<file path="src/hdl/isr_pkg.sv">
// Shared types and constants for the importance splitting / roulette core.
// Used by every module of the block but the divider; depends on nothing else.
`default_nettype none

package isr_pkg;

  localparam logic [15:0] MAX_SPLIT = 16'd255;

  localparam logic [1:0] STATUS_OK        = 2'd0;
  localparam logic [1:0] STATUS_ZERO_PRE  = 2'd1;
  localparam logic [1:0] STATUS_ZERO_WGT  = 2'd2;
  localparam logic [1:0] STATUS_SATURATED = 2'd3;

  typedef struct packed {
    logic [31:0] importance_before;
    logic [31:0] importance_after;
    logic [31:0] weight_in;
    logic [31:0] random_fraction;
  } req_t;

  typedef struct packed {
    logic [7:0]  split_count;
    logic [31:0] weight_out;
    logic [1:0]  status;
    logic        ratio_warning;
  } res_t;

  typedef enum logic [1:0] {
    KIND_NORMAL,
    KIND_ZERO_POST,
    KIND_ZERO_PRE,
    KIND_ZERO_WEIGHT
  } kind_t;

  typedef enum logic [1:0] {
    REL_LESS,
    REL_EQUAL,
    REL_GREATER
  } rel_t;

  // One classified request as it travels from the front to the back.
  typedef struct packed {
    logic [31:0] pre;
    logic [31:0] post;
    logic [31:0] weight;
    logic [31:0] rnd;
    kind_t       kind;
    rel_t        rel;
    logic        warn;
  } item_t;

endpackage

`default_nettype wire

</file>
<file path="src/hdl/importance_split_roulette_core.sv">
// Importance splitting and Russian roulette at a cell boundary.
// A special case (zero importance or weight) skips the multiplier and divider;
// a regular request runs up to two 32-step divisions on the shared radix-2
// divider in the back end, which takes a new request only when idle.
// Reset (synchronous) empties the queue and clears the once-only warning flag.
`default_nettype none

module importance_split_roulette_core (
  input  wire logic           clk,
  input  wire logic           rst,
  input  wire logic           req_valid,
  output logic                req_ready,
  input  wire isr_pkg::req_t  req,
  output logic                res_valid,
  input  wire logic           res_ready,
  output isr_pkg::res_t       res
);

  logic            front_valid;
  logic            front_ready;
  isr_pkg::item_t  front_item;
  logic            pop_valid;
  logic            pop_ready;
  isr_pkg::item_t  pop_data;

  isr_front u_front (
    .clk        (clk),
    .rst        (rst),
    .req_valid  (req_valid),
    .req_ready  (req_ready),
    .req        (req),
    .item_valid (front_valid),
    .item_ready (front_ready),
    .item       (front_item)
  );

  isr_queue u_queue (
    .clk        (clk),
    .rst        (rst),
    .push_valid (front_valid),
    .push_ready (front_ready),
    .push_data  (front_item),
    .pop_valid  (pop_valid),
    .pop_ready  (pop_ready),
    .pop_data   (pop_data)
  );

  isr_back u_back (
    .clk       (clk),
    .rst       (rst),
    .pop_valid (pop_valid),
    .pop_ready (pop_ready),
    .pop_data  (pop_data),
    .res_valid (res_valid),
    .res_ready (res_ready),
    .res       (res)
  );

endmodule

`default_nettype wire

</file>
<file path="src/hdl/isr_front.sv">
// Front end: accepts requests, sorts out the special cases, compares the
// importances and raises the once-only ratio warning. Depends on isr_pkg.
`default_nettype none

module isr_front (
  input  wire logic           clk,
  input  wire logic           rst,
  input  wire logic           req_valid,
  output logic                req_ready,
  input  wire isr_pkg::req_t  req,
  output logic                item_valid,
  input  wire logic           item_ready,
  output isr_pkg::item_t      item
);

  logic            warned_once;
  isr_pkg::item_t  item_next;
  logic            outside;
  logic            accept;

  assign req_ready = !item_valid || item_ready;
  assign accept    = req_valid && req_ready;

  // The ratio test is exact: both sides are widened by two bits before the shift.
  assign outside =
    ({req.importance_before, 2'b00} < {2'b00, req.importance_after}) ||
    ({2'b00, req.importance_before} > {req.importance_after, 2'b00});

  always_comb begin
    item_next.pre    = req.importance_before;
    item_next.post   = req.importance_after;
    item_next.weight = req.weight_in;
    item_next.rnd    = req.random_fraction;
    item_next.warn   = 1'b0;
    if (req.importance_after == 32'd0) begin
      item_next.kind = isr_pkg::KIND_ZERO_POST;
    end else if (req.importance_before == 32'd0) begin
      item_next.kind = isr_pkg::KIND_ZERO_PRE;
    end else if (req.weight_in == 32'd0) begin
      item_next.kind = isr_pkg::KIND_ZERO_WEIGHT;
    end else begin
      item_next.kind = isr_pkg::KIND_NORMAL;
      item_next.warn = outside && !warned_once;
    end
    if (req.importance_before < req.importance_after) begin
      item_next.rel = isr_pkg::REL_LESS;
    end else if (req.importance_before > req.importance_after) begin
      item_next.rel = isr_pkg::REL_GREATER;
    end else begin
      item_next.rel = isr_pkg::REL_EQUAL;
    end
  end

  always_ff @(posedge clk) begin
    if (rst) begin
      item_valid  <= 1'b0;
      warned_once <= 1'b0;
    end else begin
      if (accept) begin
        item       <= item_next;
        item_valid <= 1'b1;
        if (item_next.warn) begin
          warned_once <= 1'b1;
        end
      end else if (item_valid && item_ready) begin
        item_valid <= 1'b0;
      end
    end
  end

endmodule

`default_nettype wire

</file>
<file path="src/hdl/isr_queue.sv">
// Two-entry queue of classified requests between the front and the back.
// Depends on isr_pkg for the entry type.
`default_nettype none

module isr_queue (
  input  wire logic            clk,
  input  wire logic            rst,
  input  wire logic            push_valid,
  output logic                 push_ready,
  input  wire isr_pkg::item_t  push_data,
  output logic                 pop_valid,
  input  wire logic            pop_ready,
  output isr_pkg::item_t       pop_data
);

  isr_pkg::item_t  entries [2];
  logic            wr_ptr;
  logic            rd_ptr;
  logic [1:0]      fill;
  logic            push;
  logic            pop;

  assign push_ready = (fill != 2'd2);
  assign pop_valid  = (fill != 2'd0);
  assign pop_data   = entries[rd_ptr];
  assign push       = push_valid && push_ready;
  assign pop        = pop_valid && pop_ready;

  always_ff @(posedge clk) begin
    if (push) begin
      entries[wr_ptr] <= push_data;
    end
  end

  always_ff @(posedge clk) begin
    if (rst) begin
      wr_ptr <= 1'b0;
      rd_ptr <= 1'b0;
      fill   <= 2'd0;
    end else begin
      if (push) begin
        wr_ptr <= !wr_ptr;
      end
      if (pop) begin
        rd_ptr <= !rd_ptr;
      end
      if (push && !pop) begin
        fill <= fill + 2'd1;
      end else if (pop && !push) begin
        fill <= fill - 2'd1;
      end
    end
  end

endmodule

`default_nettype wire

</file>
<file path="src/hdl/isr_divider.sv">
// Radix-2 restoring divider, one quotient bit per cycle.
// Divides a 64-bit dividend whose high word is below the divisor. No dependencies.
`default_nettype none

module isr_divider (
  input  wire logic        clk,
  input  wire logic        rst,
  input  wire logic        start,
  input  wire logic [31:0] dividend_hi,
  input  wire logic [31:0] dividend_lo,
  input  wire logic [31:0] divisor,
  output logic             done,
  output logic [31:0]      quotient,
  output logic [31:0]      remainder
);

  logic        busy;
  logic [4:0]  step;
  logic [31:0] div_reg;
  logic [32:0] shifted;
  logic [32:0] diff;

  // The low word shifts out at the top while quotient bits enter at the bottom.
  assign shifted = {remainder, quotient[31]};
  assign diff    = shifted - {1'b0, div_reg};

  always_ff @(posedge clk) begin
    if (rst) begin
      busy <= 1'b0;
      done <= 1'b0;
      step <= 5'd0;
    end else begin
      done <= !start && busy && (step == 5'd31);
      if (start) begin
        busy      <= 1'b1;
        step      <= 5'd0;
        remainder <= dividend_hi;
        quotient  <= dividend_lo;
        div_reg   <= divisor;
      end else if (busy) begin
        if (!diff[32]) begin
          remainder <= diff[31:0];
          quotient  <= {quotient[30:0], 1'b1};
        end else begin
          remainder <= shifted[31:0];
          quotient  <= {quotient[30:0], 1'b0};
        end
        step <= step + 5'd1;
        if (step == 5'd31) begin
          busy <= 1'b0;
        end
      end
    end
  end

endmodule

`default_nettype wire

</file>
<file path="src/hdl/isr_back.sv">
// Back end: carries out one classified request with a shared multiplier and
// the shared divider, then saturates and registers the result. Depends on isr_pkg.
`default_nettype none

module isr_back (
  input  wire logic            clk,
  input  wire logic            rst,
  input  wire logic            pop_valid,
  output logic                 pop_ready,
  input  wire isr_pkg::item_t  pop_data,
  output logic                 res_valid,
  input  wire logic            res_ready,
  output isr_pkg::res_t        res
);

  typedef enum logic [2:0] {
    IDLE,
    MUL_R,
    MUL_W,
    DIV_CNT,
    ADJUST,
    DIV_WT,
    FINISH
  } state_t;

  state_t          state;
  isr_pkg::item_t  cur;
  logic [63:0]     prod;
  logic [63:0]     prod_next;
  logic [31:0]     rnd_hi;
  logic [31:0]     quotient;
  logic [31:0]     remainder;
  logic [32:0]     count;
  logic [32:0]     count_next;
  logic            killed;
  logic            kill_next;
  logic            wsat;
  logic            wt_over;
  isr_pkg::res_t   res_next;
  logic            count_sat;
  logic [15:0]     count_clip;

  logic            div_start;
  logic [31:0]     div_hi;
  logic [31:0]     div_lo;
  logic [31:0]     div_divisor;
  logic            div_done;
  logic [31:0]     div_quo;
  logic [31:0]     div_rem;

  assign pop_ready = (state == IDLE);

  // One multiplier serves both products; both share the pre importance.
  assign prod_next = ((state == MUL_R) ? cur.rnd : cur.weight) * cur.pre;

  // r < x/pre is tested as r*pre < x*2^32, i.e. the product's high word below x.
  assign kill_next = (cur.rel == isr_pkg::REL_GREATER) && (rnd_hi < (cur.pre - cur.post));
  assign wt_over   = (prod[63:32] >= cur.post);

  always_comb begin
    case (cur.rel)
      isr_pkg::REL_LESS: begin
        count_next = {1'b0, quotient} +
                     {32'd0, (remainder != 32'd0) && (rnd_hi < remainder)};
      end
      default: begin
        count_next = 33'd1;
      end
    endcase
  end

  always_comb begin
    div_start = (state == MUL_W) || ((state == ADJUST) && !kill_next && !wt_over);
    if (state == MUL_W) begin
      div_hi      = 32'd0;
      div_lo      = cur.post;
      div_divisor = cur.pre;
    end else begin
      div_hi      = prod[63:32];
      div_lo      = prod[31:0];
      div_divisor = cur.post;
    end
  end

  isr_divider u_divider (
    .clk         (clk),
    .rst         (rst),
    .start       (div_start),
    .dividend_hi (div_hi),
    .dividend_lo (div_lo),
    .divisor     (div_divisor),
    .done        (div_done),
    .quotient    (div_quo),
    .remainder   (div_rem)
  );

  assign count_sat  = (count > {17'd0, isr_pkg::MAX_SPLIT});
  assign count_clip = count_sat ? isr_pkg::MAX_SPLIT : count[15:0];

  always_comb begin
    res_next.split_count   = 8'd0;
    res_next.weight_out    = 32'd0;
    res_next.status        = isr_pkg::STATUS_OK;
    res_next.ratio_warning = 1'b0;
    case (cur.kind)
      isr_pkg::KIND_ZERO_PRE: begin
        res_next.status = isr_pkg::STATUS_ZERO_PRE;
      end
      isr_pkg::KIND_ZERO_WEIGHT: begin
        res_next.status = isr_pkg::STATUS_ZERO_WGT;
      end
      isr_pkg::KIND_NORMAL: begin
        res_next.ratio_warning = cur.warn;
        if (!killed) begin
          res_next.split_count = count_clip[7:0];
          res_next.weight_out  = wsat ? 32'hFFFF_FFFF : quotient;
          if (count_sat || wsat) begin
            res_next.status = isr_pkg::STATUS_SATURATED;
          end
        end
      end
      default: begin
        res_next.status = isr_pkg::STATUS_OK;
      end
    endcase
  end

  always_ff @(posedge clk) begin
    if (rst) begin
      state     <= IDLE;
      res_valid <= 1'b0;
    end else begin
      // In FINISH the output register is either reloaded or still waiting.
      if (res_valid && res_ready && (state != FINISH)) begin
        res_valid <= 1'b0;
      end
      case (state)
        IDLE: begin
          if (pop_valid) begin
            cur    <= pop_data;
            killed <= 1'b0;
            wsat   <= 1'b0;
            state  <= (pop_data.kind == isr_pkg::KIND_NORMAL) ? MUL_R : FINISH;
          end
        end
        MUL_R: begin
          prod  <= prod_next;
          state <= MUL_W;
        end
        MUL_W: begin
          rnd_hi <= prod[63:32];
          prod   <= prod_next;
          state  <= DIV_CNT;
        end
        DIV_CNT: begin
          if (div_done) begin
            quotient  <= div_quo;
            remainder <= div_rem;
            state     <= ADJUST;
          end
        end
        ADJUST: begin
          count  <= count_next;
          killed <= kill_next;
          if (kill_next) begin
            state <= FINISH;
          end else if (wt_over) begin
            wsat  <= 1'b1;
            state <= FINISH;
          end else begin
            state <= DIV_WT;
          end
        end
        DIV_WT: begin
          if (div_done) begin
            quotient <= div_quo;
            state    <= FINISH;
          end
        end
        FINISH: begin
          if (!res_valid || res_ready) begin
            res       <= res_next;
            res_valid <= 1'b1;
            state     <= IDLE;
          end
        end
        default: begin
          state <= IDLE;
        end
      endcase
    end
  end

endmodule

`default_nettype wire
</file>
<file path="config.mk">
export PLATFORM = sky130hd
export DESIGN_NAME = importance_split_roulette_core
export DESIGN_NICKNAME = d
export VERILOG_FILES = /design/src/hdl/isr_pkg.sv /design/src/hdl/importance_split_roulette_core.sv /design/src/hdl/isr_front.sv /design/src/hdl/isr_queue.sv /design/src/hdl/isr_divider.sv /design/src/hdl/isr_back.sv
export SDC_FILE = /design/constraint.sdc
export NUM_CORES = 2
export LEC_CHECK = 0
export BUFFER_PORTS_ARGS = -buffer_cell sky130_fd_sc_hd__buf_4
export CORE_ASPECT_RATIO = 1.1
export CORE_MARGIN = 5
export CORE_UTILIZATION = 59
export CTS_CLUSTER_SIZE = 20
export DETAILED_ROUTE_END_ITERATION = 10
export PLACE_DENSITY = 0.79
export SLEW_MARGIN = 20
export SYNTH_ARGS = -nofsm -noshare
export SYNTH_HDL_FRONTEND = slang
export SYNTH_HIERARCHICAL = 1
export SYNTH_SLANG_ARGS = --single-unit
</file>
<file path="constraint.sdc">
create_clock -name clk -period 16.3 [get_ports clk]
set_clock_uncertainty 0.1 [all_clocks]
set_input_delay 2.445 -clock clk [delete_from_list [all_inputs] [get_ports clk]]
set_output_delay 2.445 -clock clk [all_outputs]
set_load 0.005 [all_outputs]
</file>
### After elaboration in Yosys (flattened, before gate mapping)

Memory sizes are Yosys's and may differ from the RTL's. A register that Yosys moved wholly into a read port is not among the register bits.
Index checks and enable logic that the tools add are counted.

| word-level totals | value |
|---|---|
| register bits | 617 |
| latch bits | 0 |
| bits in writable memories | 266 |
| memory bits (read-only) | 0 |
| input bits | 132 |
| word-level logic and storage cells | 182 |
| memories kept | 1 |

| cells by class | value |
|---|---|
| add/subtract/negate cells | 6 |
| multiply operators | 1 |
| divide/modulo/power cells | 0 |
| magnitude comparators | 8 |
| equality and inequality tests | 18 |
| shift operators | 0 |
| mux-type cells | 48 |
| bitwise logic cells | 2 |
| reduce and logical (&&, ||, !) cells | 60 |

Memory list:

| name | depth | bits a word | read ports | clocked after memory_dff | wr ports | RTL line | source |
|---|---|---|---|---|---|---|---|
| u_queue.entries | 2 | 133 | 1 | 1 | 1 | isr_queue.sv:16 | `isr_pkg::item_t entries [2];` |

Operator list:

| cell | count |
|---|---|
| $mux W32 | 10 |
| $logic_not A32 Y1 | 3 |
| $lt A32 B32 Y1 | 3 |
| $mul A64 B32 Y64 | 1 |
| $gt A32 B34 Y1 | 1 |
| $lt A34 B32 Y1 | 1 |
| $add A32 B1 Y33 | 1 |
| $gt A33 B8 Y1 const B | 1 |
| $sub A33 B32 Y33 | 1 |
| $ge A32 B32 Y1 | 1 |
| $gt A32 B32 Y1 | 1 |
| $reduce_bool A32 Y1 | 1 |
| $sub A32 B32 Y32 | 1 |
| $pmux W3 S7 | 1 |
| $mux W1 | 19 |
| $mux W3 | 6 |
| $mux W2 | 8 |
| $reduce_and A3 Y1 | 5 |
| $logic_and A1 B1 Y1 | 14 |
| $reduce_and A2 Y1 | 7 |
| $logic_not A1 Y1 | 10 |
| $reduce_bool A2 Y1 | 5 |
| $eq A3 B3 Y1 const B | 3 |
| $mux W8 | 1 |
| other kinds (19) | 38 |

### Logic depth before layout (Yosys ltp)

| depth | value |
|---|---|
| depth in word-level cells | 10 |
| depth in mapped cells | 33 |
| gate-level depth less buffers | 29 |

### By module

Netlist, hierarchy kept.

By module, submodules not included:

| module | times used | cells each | area each (um^2) |
|---|---|---|---|
| isr_back | 1 | 5040 | 51172.8 |
| isr_queue | 1 | 438 | 10102.2 |
| isr_front | 1 | 451 | 6477.5 |
| isr_divider | 1 | 587 | 6454.9 |

### Least setup slack after synthesis

OpenSTA, ideal clock, no wires.

| timing path | value |
|---|---|
| path type | input -> register |
| from | input port rst |
| to | register u_back.wsat (enable) |
| data arrival time | 16173 ps |
| path slack | -326 ps |
| stages | 2 |
| buffers on the path | 0 |
| path through | nor4_1 -> nand2b_1 |

| between the ends | value |
|---|---|
| longest elaborated chain between the ends | 2 |

RTL lines:

| what | RTL line | source |
|---|---|---|
| start: declaration | importance_split_roulette_core.sv:10 | `input wire logic rst,` |
| $not A1 Y1 (no line) | n/a |  |
| $reduce_and A5 Y1 (no line) | n/a |  |
| end signal: assignment | isr_back.sv:142 | `wsat <= 1'b0;` |
| end signal: assignment | isr_back.sv:168 | `wsat <= 1'b1;` |
| end: declaration | isr_back.sv:37 | `logic wsat;` |

Every way passes these cells.
A chain may end at the register's enable or synchronous reset.

### Worst setup path after layout

| timing path | value |
|---|---|
| from | register u_back.state[0] |
| to | register u_back.prod[61] (data pin) |

| between the ends | value |
|---|---|
| longest elaborated chain between the ends | 3 |

RTL lines:

| what | RTL line | source |
|---|---|---|
| start: declaration | isr_back.sv:26 | `state_t state;` |
| start signal: assignment | isr_back.sv:143 | `state <= (pop_data.kind == isr_pkg::KIND_NORMAL) ? MUL_R : FINISH;` |
| $eq A3 B1 Y1 | isr_back.sv:54 | `assign prod_next = ((state == MUL_R) ? cur.rnd : cur.weight) * cur.pre;` |
| $mux W32 | isr_back.sv:54 |  |
| $mul A64 B32 Y64 | isr_back.sv:54 |  |
| via u_back.prod_next[61] | isr_back.sv:29 | `logic [63:0] prod_next;` |
| end signal: assignment | isr_back.sv:147 | `prod <= prod_next;` |
| end signal: assignment | isr_back.sv:152 | `prod <= prod_next;` |
| end: declaration | isr_back.sv:28 | `logic [63:0] prod;` |

The timed path passes the listed nets, and every way through them passes these cells.

==> metrics.md <==
| Metric | Value |
|---|---|
| Placed insts | `8102` |
| Reg-to-reg startpoint | `u_back/state[0]$_SDFFE_PP0P_` |
| Die Y | `382.0 microns` |
| Die area | `0.1330 sq mm` |
| Via density | `5.973` |
| Final Critical Period | `9.661 ns` |
| Worst path required time | `16.67 ns` |
| GRT Overall Usage | `28.73%` |
| Most frequent cells in the layout | `inv_1, fa_1, edfxtp_1` |
| Element type at the critical path start | `register` |
| Row cnt | `136` |
| Largest family of logic cells by synthesized area | `adder cells` |
| Most common cell after layout, fill and taps aside | `inv_1` |
| Detailed Route WL | `189400 microns` |
| Initial antenna violation count | `8` |
| RSZ-0062 raised after global routing | `false` |
| Status | `finished clean` |
| CTS tree | `done` |
| Total number of vias | `49364` |
| Gr ovfl total | `0` |
| Post-DRT Antenna Nets | `0` |
| Fin area | `0.07971 sq mm` |
| Syn Inst Count | `6516` |
| Worst-Skew Late Latency | `0.72 ns` |
| Largest net degree at the start of global routing | `130` |
| Nets | `8082` |
| Sequential share of the synthesized area | `35.53%` |
| Crit path kind | `reg -> reg` |
| Synthesized Nets | `8063` |
| Max Slew Vio Count | `0` |
| Postcts setup bufs | `0` |
| Critical Path Fanout Max | `33` |
| Iteration-0 DRC Markers | `4379` |
| Final setup violation count | `0` |
| Worst path max stage delay | `0.67 ns` |
| Worst setup startpoint | `u_back/state[0]$_SDFFE_PP0P_` |
| Highest Clock Rate | `0.1035 GHz` |
| Cell mode on critical path | `fa_1` |
| CP max-delay cell | `mux2_2` |
| DPL Wire Length | `139300 microns` |
| H-tree depth | `3` |
| Drc violations | `0` |
| Avg Cell Area, Syn | `11.39 sq um` |
| Largest regs | `u_queue/entries (266), u_back/cur (133), u_front/item (133)` |
| Worst rel slew slack | `27.37%` |
| Max FFs per register | `266` |
| Synth Area in Adders | `32.94%` |
| Worst Hold Depth | `0` |
| Hold Buf Count CTS | `0` |
| Drt pass-1 iters | `6` |
| Synth area leaders | `edfxtp_1, fa_1, ha_1` |
| Worst endpoint data arrival time | `10.03 ns` |
| Clock Sinks | `884` |
| Clock-pin slew on the worst setup and hold paths | `0.06 ns` |
| Number of synthesized flops with an enable pin | `866` |
| Die extent in x | `348.1 microns` |
| Ys flop type | `edfxtp_1` |
| CTS buffer count | `87` |
| DR WL/cell | `22.91 microns` |
| Xor and xnor area share after synthesis | `1.723%` |
| Starting density of the core | `59.41%` |
| Mux cell area share after synthesis | `3.453%` |
| Async S/R FF share, synth | `0%` |
| Post-synthesis compound-gate area fraction | `6.609%` |
| GP Congestion | `0.9604` |
| Area added between synthesis and finish | `7.409%` |
| Port bufs | `176` |
| Vias in the first global route | `52310` |
| Max cap viols | `0` |
| Crit. End Element | `register` |
| Yosys cell types | `113` |
| CORE AREA | `0.1249 sq mm` |
| CTS Root Cell | `clkbuf_16` |
| First-pass GRT wire length | `295100 microns` |
| Setup TNS | `0 ns` |
| Post-CTS sizing | `0` |
| Yosys top cell area share | `35.04%` |
| Final hold violation count | `0` |
| Hold Crit Class | `reg -> reg` |
| Share of cells above drive strength 1 | `9.932%` |
| Clock buffer depth | `3` |
| Synth warnings | `6` |
| Most flops, register | `u_queue/entries` |
| Final cell count without fillers | `8265` |
| Synthesized area | `0.07421 sq mm` |
| Area after DPL | `0.07674 sq mm` |
| Yosys top cell by area | `edfxtp_1` |
| Worst reg-to-reg path cell count | `28` |
| Simple logic cell fraction of the synthesized area | `12.42%` |
| Worst-Margin Slew | `1.089 ns` |
| Post-route clock period utilization | `59.27%` |
| Yosys reg bits | `884` |
| I/O pin count | `177` |
| Min-delay src | `u_front/item[115]$_DFFE_PP_` |
[synthesized netlist by cell type, types with 9 or more instances]
| cell | number |
|---|---|
| a2111oi_0 | 10 |
| a211o_1 | 9 |
| a211oi_1 | 16 |
| a21o_1 | 110 |
| a21oi_1 | 189 |
| a311o_1 | 12 |
| a31oi_1 | 17 |
| and2_1 | 658 |
| and3_1 | 25 |
| and4_1 | 9 |
| buf_2 | 14 |
| buf_6 | 19 |
| clkbuf_1 | 253 |
| dfxtp_1 | 18 |
| edfxtp_1 | 866 |
| fa_1 | 898 |
| ha_1 | 517 |
| inv_1 | 1068 |
| mux2_2 | 128 |
| mux2_4 | 70 |
| nand2_1 | 599 |
| nand2b_1 | 25 |
| nand3_1 | 47 |
| nand4_1 | 63 |
| nor2_1 | 136 |
| nor2b_1 | 26 |
| nor3_1 | 36 |
| nor4_1 | 51 |
| o211ai_1 | 20 |
| o21a_1 | 60 |
| o21ai_0 | 163 |
| o21ai_1 | 12 |
| o21bai_1 | 20 |
| o31ai_1 | 9 |
| or2_2 | 9 |
| or3_1 | 18 |
| or4_1 | 12 |
| xnor2_1 | 81 |
| xor2_1 | 65 |
[per-stage QoR]
step | setup slack [ns] | hold WS, ns | util, %
6_report | 6.639 | 0.2810 | 63.82
5_1_grt | 6.255 | 0.3075 | 63.81
4_1_cts | 6.735 | 0.2894 | 63.81
3_5_place_dp | 6.812 | 0.3304 | 61.44
3_3_place_gp | 6.929 | 0.3219 | 61.43
2_1_floorplan | 5.558 | 0.3215 | -
[worst max-delay path: cells and delay by family, from the launching register on]
kind	cells	cell delay (ns)
compound gates	7	1.82
fa+ha+maj	9	4.52
buf+inv	7	0.78
flops	1	0.57
mux	1	0.67
simple gates	4	0.80
[logic make-up after synthesis]
group,Yosys count
AO/OA/AOI/OAI,731
XOR/XNOR,146
adder cells (fa/ha/maj),1415
buffers and inverters,1373
flip-flops,884
multiplexers,205
AND/OR/NAND/NOR,1762
[metal layers]
layer	GRT usage [%]	wire length [microns]	vias up
li1	-	-	21414
met1	37.53	71800	24980
met2	47.00	91290	2414
met3	4.941	16000	552
met4	13.86	10250	4
met5	0	23	-
[layout make-up]
| type | instances | area [sq um] |
|---|---|---|
| fillers | 9465 | 45190 |
| multi-input cells | 4259 | 42500 |
| flip-flops and latches | 884 | 26370 |
| inverters | 1068 | 4011 |
| clock buffers | 110 | 2355 |
| well taps | 1656 | 2072 |
| repair buffers | 235 | 1784 |
| clock inverters | 49 | 603.1 |
| diodes | 4 | 10.01 |
[path summary, 6_finish.rpt]
kind	endpoint	slack [ns]
max	u_back/prod[61]$_DFFE_PP_	6.64
min	u_queue/entries[0][115]$_DFFE_PP_	0.28
max reg2reg	u_back/prod[61]$_DFFE_PP_	6.64
min reg2reg	u_queue/entries[0][115]$_DFFE_PP_	0.28
Power is left out: the tool's default activity adds up to more than one toggle a clock period on the data nets, which glitch-free logic cannot reach.
